**src/hw/rtl/min_tracking_stack_defines.svh**
```systemverilog
// Assertion helpers for the stack RTL, included by mts_ctrl.
`ifndef MIN_TRACKING_STACK_DEFINES_SVH
`define MIN_TRACKING_STACK_DEFINES_SVH

// Checks a condition at every clock edge outside reset.
`define MTS_ASSERT_ALWAYS(label, cond, msg) \
   label: assert property (@(posedge clock) disable iff (reset) (cond)) else $error(msg);

// Checks that a trigger is followed in the next cycle by a condition.
`define MTS_ASSERT_NEXT(label, trig, cond, msg) \
   label: assert property (@(posedge clock) disable iff (reset) (trig) |=> (cond)) \
      else $error(msg);

`endif

```
**src/hw/rtl/mts_pkg.sv**
```systemverilog
`default_nettype none

package mts_pkg;

   localparam int DEFAULT_STACK_DEPTH = 16;
   localparam int DATA_W = 32;
   localparam int DEPTH_W = 5;
   localparam int OPCODE_W = 2;
   localparam int STATUS_W = 2;

   localparam logic [OPCODE_W-1:0] OP_PUSH = 2'd0;
   localparam logic [OPCODE_W-1:0] OP_POP  = 2'd1;
   localparam logic [OPCODE_W-1:0] OP_READ = 2'd2;

   localparam logic [STATUS_W-1:0] STATUS_OK        = 2'd0;
   localparam logic [STATUS_W-1:0] STATUS_OVERFLOW  = 2'd1;
   localparam logic [STATUS_W-1:0] STATUS_UNDERFLOW = 2'd2;

   // One stack level: the value and the minimum of it and everything below.
   typedef struct packed {
      logic signed [DATA_W-1:0] min_v;
      logic signed [DATA_W-1:0] value;
   } entry_type;

   typedef struct packed {
      logic wr_en;
      logic rd_en;
   } mem_ctl_type;

   typedef struct packed {
      logic                     valid;
      logic [STATUS_W-1:0]      status;
      logic [DEPTH_W-1:0]       depth;
      logic signed [DATA_W-1:0] min_v;
      logic signed [DATA_W-1:0] top_v;
   } result_type;

endpackage

`default_nettype wire

```
**src/hw/rtl/mts_stack_ram.sv**
```systemverilog
`default_nettype none

module mts_stack_ram #(
   parameter int STACK_DEPTH = mts_pkg::DEFAULT_STACK_DEPTH,
   localparam int AddrW = (STACK_DEPTH > 1) ? $clog2(STACK_DEPTH) : 1
) (
   input  wire                     clock,
   input  mts_pkg::mem_ctl_type    mem_ctl,
   input  wire  [AddrW-1:0]        wr_addr,
   input  mts_pkg::entry_type      wr_data,
   input  wire  [AddrW-1:0]        rd_addr,
   output mts_pkg::entry_type      rd_data
);

   mts_pkg::entry_type mem_ff [STACK_DEPTH];
   mts_pkg::entry_type rd_data_ff;

   always_ff @(posedge clock) begin
      if (mem_ctl.wr_en) begin
         mem_ff[wr_addr] <= wr_data;
      end
      if (mem_ctl.rd_en) begin
         rd_data_ff <= mem_ff[rd_addr];
      end
   end

   assign rd_data = rd_data_ff;

endmodule

`default_nettype wire

```
**src/hw/rtl/mts_ctrl.sv**
```systemverilog
`default_nettype none

`include "min_tracking_stack_defines.svh"

module mts_ctrl #(
   parameter int STACK_DEPTH = mts_pkg::DEFAULT_STACK_DEPTH,
   localparam int AddrW = (STACK_DEPTH > 1) ? $clog2(STACK_DEPTH) : 1,
   localparam int CountW = $clog2(STACK_DEPTH + 1)
) (
   input  wire                                clock,
   input  wire                                reset,
   input  wire                                req_valid,
   output logic                               req_ready,
   input  wire  [mts_pkg::OPCODE_W-1:0]       opcode,
   input  wire  signed [mts_pkg::DATA_W-1:0]  push_value,
   input  wire                                slot_free,
   output mts_pkg::result_type                result,
   output mts_pkg::mem_ctl_type               mem_ctl,
   output logic [AddrW-1:0]                   wr_addr,
   output mts_pkg::entry_type                 wr_data,
   output logic [AddrW-1:0]                   rd_addr,
   input  mts_pkg::entry_type                 rd_data
);

   typedef enum logic {
      ST_IDLE,
      ST_POP_WAIT
   } state_type;

   state_type                       state_ff, state_in;
   logic [CountW-1:0]               count_ff, count_in;
   logic signed [mts_pkg::DATA_W-1:0] top_val_ff, top_val_in;
   logic signed [mts_pkg::DATA_W-1:0] top_min_ff, top_min_in;

   logic                            accept;
   logic                            full;
   logic [CountW-1:0]               count_m1;
   logic [CountW-1:0]               count_m2;
   logic signed [mts_pkg::DATA_W-1:0] new_min;

   assign req_ready = (state_ff == ST_IDLE) && slot_free;
   assign accept    = req_valid && req_ready;
   assign full      = count_ff >= CountW'(STACK_DEPTH);
   assign count_m1  = count_ff - CountW'(1);
   assign count_m2  = count_ff - CountW'(2);

   // The first push onto an empty stack takes its own value as the minimum.
   assign new_min = ((count_ff != '0) && (top_min_ff < push_value)) ? top_min_ff : push_value;

   assign wr_addr = count_ff[AddrW-1:0];
   assign rd_addr = count_m2[AddrW-1:0];
   assign wr_data = '{min_v: new_min, value: push_value};

   always_comb begin
      state_in       = state_ff;
      count_in       = count_ff;
      top_val_in     = top_val_ff;
      top_min_in     = top_min_ff;
      mem_ctl        = '0;
      result         = '0;
      result.status  = mts_pkg::STATUS_OK;
      case (state_ff)
         ST_IDLE: begin
            if (accept) begin
               result.valid = 1'b1;
               result.depth = mts_pkg::DEPTH_W'(count_ff);
               if (count_ff != '0) begin
                  result.top_v = top_val_ff;
                  result.min_v = top_min_ff;
               end
               case (opcode)
                  mts_pkg::OP_PUSH: begin
                     if (full) begin
                        result.status = mts_pkg::STATUS_OVERFLOW;
                     end else begin
                        mem_ctl.wr_en = 1'b1;
                        count_in      = count_ff + CountW'(1);
                        top_val_in    = push_value;
                        top_min_in    = new_min;
                        result.top_v  = push_value;
                        result.min_v  = new_min;
                        result.depth  = mts_pkg::DEPTH_W'(count_in);
                     end
                  end
                  mts_pkg::OP_POP: begin
                     result.top_v = '0;
                     result.min_v = '0;
                     if (count_ff == '0) begin
                        result.status = mts_pkg::STATUS_UNDERFLOW;
                     end else begin
                        count_in     = count_m1;
                        result.depth = mts_pkg::DEPTH_W'(count_m1);
                        // The new top lives in memory; its result waits for the read.
                        if (count_m1 != '0) begin
                           mem_ctl.rd_en = 1'b1;
                           result.valid  = 1'b0;
                           state_in      = ST_POP_WAIT;
                        end
                     end
                  end
                  default: begin
                  end
               endcase
            end
         end
         ST_POP_WAIT: begin
            top_val_in    = rd_data.value;
            top_min_in    = rd_data.min_v;
            result.valid  = 1'b1;
            result.top_v  = rd_data.value;
            result.min_v  = rd_data.min_v;
            result.depth  = mts_pkg::DEPTH_W'(count_ff);
            state_in      = ST_IDLE;
         end
         default: begin
            state_in = ST_IDLE;
         end
      endcase
   end

   always_ff @(posedge clock) begin
      if (reset) begin
         state_ff <= ST_IDLE;
         count_ff <= '0;
      end else begin
         state_ff <= state_in;
         count_ff <= count_in;
      end
      top_val_ff <= top_val_in;
      top_min_ff <= top_min_in;
   end

   `MTS_ASSERT_ALWAYS(a_count_bound, count_ff <= CountW'(STACK_DEPTH), "stack count beyond depth")
   `MTS_ASSERT_ALWAYS(a_write_room, !mem_ctl.wr_en || !full, "write into a full stack")
   `MTS_ASSERT_NEXT(a_read_waits, mem_ctl.rd_en, state_ff == ST_POP_WAIT && count_ff != '0, "pop read without wait state")
   `MTS_ASSERT_ALWAYS(a_result_source, !result.valid || accept || state_ff == ST_POP_WAIT, "result without transaction")

endmodule

`default_nettype wire

```
**src/hw/rtl/min_tracking_stack.sv**
```systemverilog
// Bounded LIFO stack of signed 32-bit values that also tracks the minimum
// of everything it holds.
// The req channel carries one operation per transaction: req_tuser holds the
// opcode (push, pop, read only; the unused code reads), req_tdata the value
// to push. The rsp channel returns exactly one transaction per request with
// the top value, the minimum (both zero when empty), the depth and a status
// of ok, overflow (push onto a full stack) or underflow (pop when empty).
// Push and read results are registered and appear in the cycle after the
// request. A pop that leaves a non-empty stack reads the new top from the
// stack memory through its registered read port and then the output
// register. Push and read requests are taken one per cycle while the
// receiver keeps up; such a pop holds off the next request while it waits.
// A single output register holds the result; a new request is taken while
// it is being drained. When the receiver stalls, the result holds and
// req_tready stays low until the register frees up.
// Reset empties the stack at once; memory contents are not cleared.
`default_nettype none

module min_tracking_stack #(
   parameter int STACK_DEPTH = mts_pkg::DEFAULT_STACK_DEPTH,
   localparam int AddrW = (STACK_DEPTH > 1) ? $clog2(STACK_DEPTH) : 1
) (
   input  wire         clock,
   input  wire         reset,
   input  wire         req_tvalid,
   output logic        req_tready,
   input  wire  [31:0] req_tdata,   // [31:0] push_value
   input  wire  [1:0]  req_tuser,   // [1:0] opcode
   output logic        rsp_tvalid,
   input  wire         rsp_tready,
   output logic [71:0] rsp_tdata,   // [31:0] top_value, [63:32] min_value,
                                    // [68:64] depth_now, [71:69] zero
   output logic [1:0]  rsp_tuser    // [1:0] status
);

   mts_pkg::result_type   result;
   mts_pkg::result_type   rsp_ff, rsp_in;
   logic                  rsp_valid_ff, rsp_valid_in;
   logic                  slot_free;
   mts_pkg::mem_ctl_type  mem_ctl;
   logic [AddrW-1:0]      wr_addr;
   logic [AddrW-1:0]      rd_addr;
   mts_pkg::entry_type    wr_data;
   mts_pkg::entry_type    rd_data;

   assign slot_free = !rsp_valid_ff || rsp_tready;

   mts_ctrl #(
      .STACK_DEPTH (STACK_DEPTH)
   ) u_ctrl (
      .clock      (clock),
      .reset      (reset),
      .req_valid  (req_tvalid),
      .req_ready  (req_tready),
      .opcode     (req_tuser),
      .push_value (req_tdata),
      .slot_free  (slot_free),
      .result     (result),
      .mem_ctl    (mem_ctl),
      .wr_addr    (wr_addr),
      .wr_data    (wr_data),
      .rd_addr    (rd_addr),
      .rd_data    (rd_data)
   );

   mts_stack_ram #(
      .STACK_DEPTH (STACK_DEPTH)
   ) u_ram (
      .clock   (clock),
      .mem_ctl (mem_ctl),
      .wr_addr (wr_addr),
      .wr_data (wr_data),
      .rd_addr (rd_addr),
      .rd_data (rd_data)
   );

   always_comb begin
      rsp_valid_in = rsp_valid_ff;
      rsp_in       = rsp_ff;
      if (result.valid) begin
         rsp_valid_in = 1'b1;
         rsp_in       = result;
      end else if (rsp_tready) begin
         rsp_valid_in = 1'b0;
      end
   end

   always_ff @(posedge clock) begin
      if (reset) begin
         rsp_valid_ff <= 1'b0;
      end else begin
         rsp_valid_ff <= rsp_valid_in;
      end
      rsp_ff <= rsp_in;
   end

   assign rsp_tvalid = rsp_valid_ff;
   assign rsp_tdata  = {3'b000, rsp_ff.depth, rsp_ff.min_v, rsp_ff.top_v};
   assign rsp_tuser  = rsp_ff.status;

endmodule

`default_nettype wire
```
**config.mk**
```make
export PLATFORM = sky130hd
export DESIGN_NAME = min_tracking_stack
export DESIGN_NICKNAME = d
export VERILOG_FILES = /design/src/hw/rtl/mts_pkg.sv /design/src/hw/rtl/mts_stack_ram.sv /design/src/hw/rtl/mts_ctrl.sv /design/src/hw/rtl/min_tracking_stack.sv
export VERILOG_INCLUDE_DIRS = /design/src /design/src/hw/rtl
export SDC_FILE = /design/constraint.sdc
export NUM_CORES = 1
export LEC_CHECK = 0
export ABC_AREA = 1
export BUFFER_PORTS_ARGS = -buffer_cell sky130_fd_sc_hd__buf_4
export CAP_MARGIN = 20
export CELL_PAD_IN_SITES_DETAIL_PLACEMENT = 0
export CELL_PAD_IN_SITES_GLOBAL_PLACEMENT = 1
export CORE_ASPECT_RATIO = 0.7
export CORE_MARGIN = 3
export CORE_UTILIZATION = 40
export CTS_CLUSTER_DIAMETER = 60
export DETAILED_ROUTE_END_ITERATION = 10
export HOLD_SLACK_MARGIN = 0.05
export PLACE_DENSITY_LB_ADDON = 0.1
export SKIP_CTS_REPAIR_TIMING = 1
export SLEW_MARGIN = 0
export SYNTH_ARGS = -nofsm -noshare
export SYNTH_HDL_FRONTEND = slang
export SYNTH_SLANG_ARGS = --single-unit
export TNS_END_PERCENT = 30
```
**constraint.sdc**
```tcl
create_clock -name clock -period 5.6 [get_ports clock]
set_input_delay 1.12 -clock clock [delete_from_list [all_inputs] [get_ports clock]]
set_output_delay 1.12 -clock clock [all_outputs]
set_load 0.02 [all_outputs]
```
==> results of run 1 <==
power groups by stage:
stage | clock [mW] | combinational (mW) | sequential (mW)
after floorplan | 0 | 1.23 | 10.8
after global placement | 0 | 2.23 | 10.8
after detailed placement | 0 | 2.23 | 10.8
after CTS | 8.85 | 2.23 | 10.6
after global routing | 9.22 | 2.43 | 10.6
final | 8.69 | 2.22 | 10.6
metal layers:
layer / vias to the layer above / part of all wire (%)
met2: 1097 / 45
met3: 208 / 6.7
met4: 0 / 2.2
met5: - / 0
li1: 14554 / -
met1: 16388 / 47
flip-flops by register name, indices dropped and copies added, names as in the netlist, 2 cells and up:
signal and cells:
u_ram.mem_ff 1024, rsp_tuser 2, u_ctrl.top_val_ff 32, u_ctrl.count_ff 5, u_ram.rd_data 64, u_ctrl.top_min_ff 32, rsp_tdata 69
synthesized netlist by cell type:
library cell	instances
buf_4	7
clkinv_1	1
or2_2	1
xnor2_1	3
dfxtp_1	7
a31oi_1	2
nand2_1	374
nor2_4	1
nor3_1	3
nand4_1	33
buf_1	30
o21a_1	2
conb_1	1
nand3_4	1
nand2_2	4
ha_1	38
clkbuf_1	205
nand2_4	30
o31ai_1	1
clkbuf_4	2
a21oi_4	1
nor2_2	4
edfxtp_1	1223
a221oi_1	2
o221ai_1	162
inv_1	145
xor2_1	2
o21ai_0	565
a21oi_1	51
o211ai_1	97
nor2_1	547
nand3_2	52
buf_12	3
inv_2	10
a21oi_2	2
o21ai_1	86
nand3_1	52
o22ai_1	96
buf_2	20
critical path, cell delays in order, from the launching register on:
cell	delay [ns]
dfxtp_4	0.46
inv_8	0.55
ha_1	0.35
nand2_1	0.18
nor2_2	0.18
inv_2	0.10
nand2_1	0.09
nor2_1	0.06
a31oi_1	0.43
nand2_1	0.22
nand2_4	0.65
buf_4	0.45
stage by stage:
stage	setup WS [ns]	area, um2
after floorplan	0.277	50300
after global routing	1.14	57600
final	1.39	57600
after detailed placement	1.36	53300
after global placement	1.36	53300
after CTS	1.41	57600
area by class of cell:
class / instances / area [um2]
Sequential cell: 1230 / 36900
Multi-Input combinational cell: 2215 / 11900
Timing Repair Buffer: 212 / 1850
Tap cell: 1650 / 2060
Inverter: 156 / 611
Antenna cell: 1 / 2.50
Fill cell: 11036 / 66900
Clock buffer: 162 / 3540
Clock inverter: 66 / 683
worst max path at each step:
stage / slack, ns / end / cells after the start
2_1_floorplan: 0.28 / u_ram.mem_ff[0][0] / 7
3_3_place_gp: 1.36 / rsp_tdata[18] / 11
3_5_place_dp: 1.36 / u_ram.mem_ff[0][56] / 17
4_1_cts: 1.41 / rsp_tdata[4] / 11
5_1_grt: 1.14 / rsp_tdata[4] / 11
6_report: 1.39 / rsp_tdata[4] / 11
cell families (layout without fill, tap and decap cells):
group	after synthesis	count (layout)	share of synthesized area, %
buffers and inverters	423	596	3.37
other	1	4	0.00745
adder cells (fa/ha/maj)	38	38	0.945
XOR/XNOR	5	5	0.0871
AND/OR/NAND/NOR	1102	1102	9.70
AO/OA/AOI/OAI	1067	1067	12.6
flip-flops	1230	1230	73.3
==> summary.md, run 1 <==
| Metric | Value |
|---|---|
| WHS Endpoint | `rsp_tdata[36]` |
| Power share of the combinational group | `10.3%` |
| Met3 usage | `under 10%` |
| Share of cells above drive strength 1 | `about an eighth` |
| Register-to-Register Path Depth | `11` |
| Dpl cells | `5463` |
| Psw | `roughly 5.4 mW` |
| # IOs | `114` |
| GR Util met1 | `a little over a third` |
| Sum Neg Setup Slack | `0 ns` |
| Clk_lat worst skew | `0.75 ns` |
| RR Endpoint | `rsp_tdata[4]` |
| FF-to-FF Start | `u_ctrl.count_ff[0]` |
| Syn Inst Count | `~3900` |
| Hold_sp | `u_ram.rd_data[36]` |
| Final Critical Period | `around 4.2 ns` |
| Top-area cell type share of the netlist area | `around 73%` |
| Drt wl/cell | `about 28 um` |
| Max_cap viols | `0` |
| Initial antenna violation count | `1` |
| Bufs on Longest Clock Path | `3` |
| Netlist Area Pre-Place | `just over 50000 um2` |
| Initial Utilization | `approximately two fifths` |
| #FFs+latches synth | `~1200` |
| Die width | `around 430 um` |
| Htree depth | `4` |
| Hold Slack | `between 0.5 and 0.6 ns` |
| Vias in the first global route | `30501` |
| Vias per cell | `~5.7` |
| Clock Sink Count | `roughly 1200` |
| Hold path cells | `2` |
| Global route overflow | `0` |
| Final HPWL DP | `86.0 mm` |
| RSZ-0062 raised after global routing | `no` |
| Rel. slew slack | `a little under a third` |
| Average size of a mapped cell | `13.0 um2` |
| Root buffer cell | `clkbuf_16` |
| Critical Path Start | `u_ctrl.count_ff[0]` |
| Int Pwr | `around 16 mW` |
| Core Rows | `between 100 and 150` |
| Final Hold Viols | `0` |
| Sequential Power Share | `between 40 and 50%` |
| GRT busiest layer | `met2` |
| Crit path arrival time | `about 4.6 ns` |
| Number of library cell types mapped by synthesis | `39` |
| Core ar. | `124000 um2` |
| Inserted Clock Buffers | `~130` |
| Pleak | `19.4 nW` |
| Critical Path RT | `6.00 ns` |
| Global-route wire length before repair | `roughly 230 mm` |
| Clock share of power | `40.4%` |
| Commonest cells after routing, fill and taps aside | `edfxtp_1, o21ai_0, nor2_1, nand2_1, buf_4` |
| Detailed-route wire length | `roughly 160 mm` |
| P&R area growth vs syn | `14.4%` |
| Fmax | `approximately 0.24 GHz` |
| Die area | `130000 um2` |
| Layout Skew | `approximately 0.036 ns` |
| Worst vdd ir | `roughly 0.23 mV` |
| CTS tree | `built` |
| PortBufs | `between 100 and 150` |
| Seq/Total Area, Yosys | `around 73%` |
| Met2 global-route usage | `a little under two fifths` |
| DRC marker count from the first detailed-route iteration | `3490` |
| Total chip power | `~22 mW` |
| DRC viols | `0` |
| Antenna Nets Post-Route | `0` |
| Power per Cell Area | `roughly 370 nW/um2` |
| Largest area contributor in the netlist | `edfxtp_1` |
| Critical path endpoint category | `register` |
| Sw Ratio | `between 20% and 30%` |
| Largest net degree at the start of global routing | `172` |
| Gpl congestion | `0.790` |
| Final Util | `46.2%` |
| YS warnings | `0` |
| Nets | `4023` |
| Commonest non-fill, non-tap cell in the layout | `edfxtp_1` |
| CTS clk-pin slew, worst paths | `~0.06 ns` |
| Largest cells by area after synthesis | `edfxtp_1, o21ai_0, nor2_1` |
| Max-slew violations | `0` |
| Nature of the critical path startpoint | `register` |
| Crit Path Class | `register to register` |
| Measured slew at the worst slew-check pin | `1.04 ns` |
| DRT Pass-1 Iters | `5` |
| Final Setup Violations | `0` |
| Vias after detailed routing | `between 30000 and 40000` |
| Fin cells | `around 5700` |
| Status | `finished clean` |
| Reg2reg setup slack | `around 1.4 ns` |
| Final Cycle Share | `75.2%` |
| Die Y | `~300 um` |
| Hold crit path type | `register to register` |
| Total GRT Usage | `between 20 and 25%` |
| Top fanout value on the critical path | `130` |
Note: power is estimated with default switching activity, not from simulation.
==> run 2, diff against run 1 <==
- ABC_AREA: 1 -> 0
- clock period: 5.6 -> 3.52 ns (I/O delays scaled with it)
==> run 2 against run 1 <==
  * Wire length shrank 12%
  * Core utilization grew 2.0 points
  * Largest power group unchanged
  * Maximum frequency grew 22%
  * Critical path type unchanged
  * Count of clock-buffer cells in the layout shrank 17
  * Synthesized area shrank 3.7%
  * Flip-flop and latch count is the same
  * Via count shrank 21%
  * Design area grew 0.30%
==> summary.md, run 2 <==
| Metric | Value |
|---|---|
| Htree depth | `3` |
| Number of library cell types mapped by synthesis | `42` |
| Synth Area in Simple Gates | `~2.3%` |
| Synth cell count leaders | `edfxtp_1, mux4_2, nand2_1, o21ai_0, clkbuf_1` |
| Detailed-route wire length | `142 mm` |
| Final Setup Violations | `0` |
| Initial antenna violation count | `6` |
| Average size of a mapped cell | `20.8 um2` |
| DRC viols | `0` |
| Crit path arrival time | `3.96 ns` |
| Die Y | `297 um` |
| Final Util | `roughly half` |
| Syn Inst Count | `between 2000 and 2500` |
| Commonest cells after routing, fill and taps aside | `edfxtp_1, mux4_2, buf_4, nand2_1, clkbuf_16` |
| Top fanout value on the critical path | `34` |
| DRT Pass-1 Iters | `5` |
| Post-synthesis compound-gate area fraction | `3.96%` |
| Drt wl/cell | `~32 um` |
| P&R area growth vs syn | `19.1%` |
| Fmax | `a little under 0.3 GHz` |
| Root buffer cell | `clkbuf_16` |
| Vias in the first global route | `25271` |
| Register-to-Register Path Depth | `11` |
| Worst setup path end | `rsp_tdata[43]` |
| Adder-Cell Fraction of Synth Area | `0.981%` |
| Dpl cells | `4155` |
| Largest cells by area after synthesis | `edfxtp_1, mux4_2, nand2_1` |
| Largest net degree at the start of global routing | `about 140` |
| Reg2reg setup slack | `approximately 0.083 ns` |
| Top-area cell type share of the netlist area | `around 76%` |
| Global route overflow | `0` |
| Initial Utilization | `between 40 and 50%` |
| Nets | `between 2000 and 3000` |
| Status | `finished clean` |
| Netlist Area Pre-Place | `48500 um2` |
| CTS tree | `built` |
| Fin cells | `4400` |
| Crit-path cells | `ha_1, a21oi_1, o21ai_0, a221o_1, o21ai_0, nor4bb_4, buf_6, buf_16, a21oi_4, buf_4, o221ai_2` |
| Top reg by flops | `u_ram.mem_ff` |
| Clock Sink Count | `roughly 1200` |
| Nature of the critical path startpoint | `register` |
| Final Hold Viols | `0` |
| Hold crit path type | `input pin to register` |
| Max-slew violations | `0` |
| DRC marker count from the first detailed-route iteration | `just under 3000` |
| Multi-input gate area | `about 11000 um2` |
| Pleak | `approximately 18 nW` |
| Largest family of logic cells by synthesized area | `multiplexers` |
| Share of cells above drive strength 1 | `32.7%` |
| CTS clk-pin slew, worst paths | `0.06 ns` |
| #FFs+latches synth | `about 1200` |
| PortBufs | `110` |
| Die area | `125000 um2` |
| Count leader, synth | `edfxtp_1` |
| Max_cap viols | `0` |
| Total GRT Usage | `between 20% and 30%` |
| Vias per cell | `around 5.8` |
| # IOs | `around 110` |
| Worst vdd ir | `0.396 mV` |
| Final Cycle Share | `between 90% and 100%` |
| Critical Path Start | `u_ctrl.top_min_ff[17]` |
| Global-route wire length before repair | `roughly 200 mm` |
| Die width | `about 420 um` |
| Sum Neg Setup Slack | `0 ns` |
| Commonest non-fill, non-tap cell in the layout | `edfxtp_1` |
| YS warnings | `0` |
| Seq/Total Area, Yosys | `between 70% and 80%` |
| Crit Path Class | `register to register` |
| Final Critical Period | `3.44 ns` |
| Measured slew at the worst slew-check pin | `approximately 0.99 ns` |
| Power per Cell Area | `between 500 and 600 nW/um2` |
| Bufs on Longest Clock Path | `3` |
| FF-to-FF Start | `u_ctrl.top_min_ff[17]` |
| Worst path most repeated cell | `o21ai_0` |
| Gpl congestion | `roughly 0.79` |
| RSZ-0062 raised after global routing | `yes` |
| Layout fillers | `around 10000` |
| Vias after detailed routing | `25493` |
| Rel. slew slack | `approximately a third` |
| Total chip power | `around 32 mW` |
| Antenna Nets Post-Route | `0` |
| Final instance area | `57700 um2` |
| Core ar. | `between 100000 and 150000 um2` |
| Critical Path RT | `between 4 and 5 ns` |
| Critical path endpoint category | `register` |
| Max stage delay cell, worst path | `edfxtp_1` |
| Largest area contributor in the netlist | `edfxtp_1` |
| Core Rows | `106` |
| Post-synth EDFFs | `1223` |
| Layout Skew | `between 0.02 and 0.025 ns` |
| Primary FF master, synth | `edfxtp_1` |
| Multiplexer area fraction after synthesis | `~15%` |
| Register area | `approximately 37000 um2` |
| Post-Synth XOR/XNOR Area | `less than 1%` |
| Inserted Clock Buffers | `between 100 and 150` |
| Clk_lat worst skew | `between 0.7 and 0.8 ns` |
| Dpl cell area | `53400 um2` |
| Max reg flops | `~1000` |
| RR Endpoint | `rsp_tdata[43]` |
| Delay of the slowest critical-path stage | `roughly 0.55 ns` |
| Asr flop ratio synth | `0%` |
| Final HPWL DP | `82.0 mm` |
## run 2: worst max-delay path, delay by kind of cell, from the launching register on
kind            cells  cell delay, ns
buf+inv             3            0.60
compound gates      6            1.31
simple gates        1            0.39
flops               1            0.55
fa+ha+maj           1            0.37
## run 2: worst min-delay path by stage
stage | slack, ns | end | start | cells after the start
5_1_grt | 0.17 | u_ctrl.count_ff[0] | reset | 2
4_1_cts | 0.15 | u_ctrl.count_ff[0] | reset | 2
6_report | 0.22 | u_ctrl.count_ff[0] | reset | 2
2_1_floorplan | 0.51 | rsp_tdata[0] | u_ram.rd_data[0] | 2
3_3_place_gp | 0.53 | u_ctrl.top_val_ff[14] | u_ram.rd_data[14] | 2
3_5_place_dp | 0.54 | rsp_tdata[11] | u_ram.rd_data[11] | 2
## run 2: cells by family after synthesis
group	Yosys count
AO/OA/AOI/OAI	283
XOR/XNOR	3
multiplexers	322
flip-flops	1230
adder cells (fa/ha/maj)	38
buffers and inverters	205
other	1
AND/OR/NAND/NOR	251
## run 2: metrics by stage
step	hold slack, ns	worst slack, ns
2_1_floorplan	0.513	-0.268
3_3_place_gp	0.532	-0.512
3_5_place_dp	0.543	-0.426
4_1_cts	0.155	-0.243
5_1_grt	0.173	-0.0371
6_report	0.216	0.0829
## run 2: report_power, final
| part | internal (mW) | switching [mW] | leakage (nW) |
|---|---|---|---|
| logic | 1.01 | 1.46 | 5.29 |
| registers | 16.5 | 0.102 | 11.2 |
| clock network | 7.17 | 5.56 | 1.91 |
## run 2: final cells by class
type | instances | area share [%]
antenna | 4 | 0.0173
clock buffer | 145 | 5.44
clock inverter | 78 | 1.30
inverter | 71 | 0.462
multi-input combinational | 902 | 19.5
sequential | 1230 | 63.9
tap | 1620 | 3.51
timing repair buffer | 350 | 5.90
## run 2: routing by layer
layer	up-vias	global-route usage [%]	part of all wire, %
li1	10413	-	-
met1	13898	33.0	45
met2	968	33.3	45
met3	212	5.15	7.5
met4	2	5.63	2.3
met5	-	0	0.0092
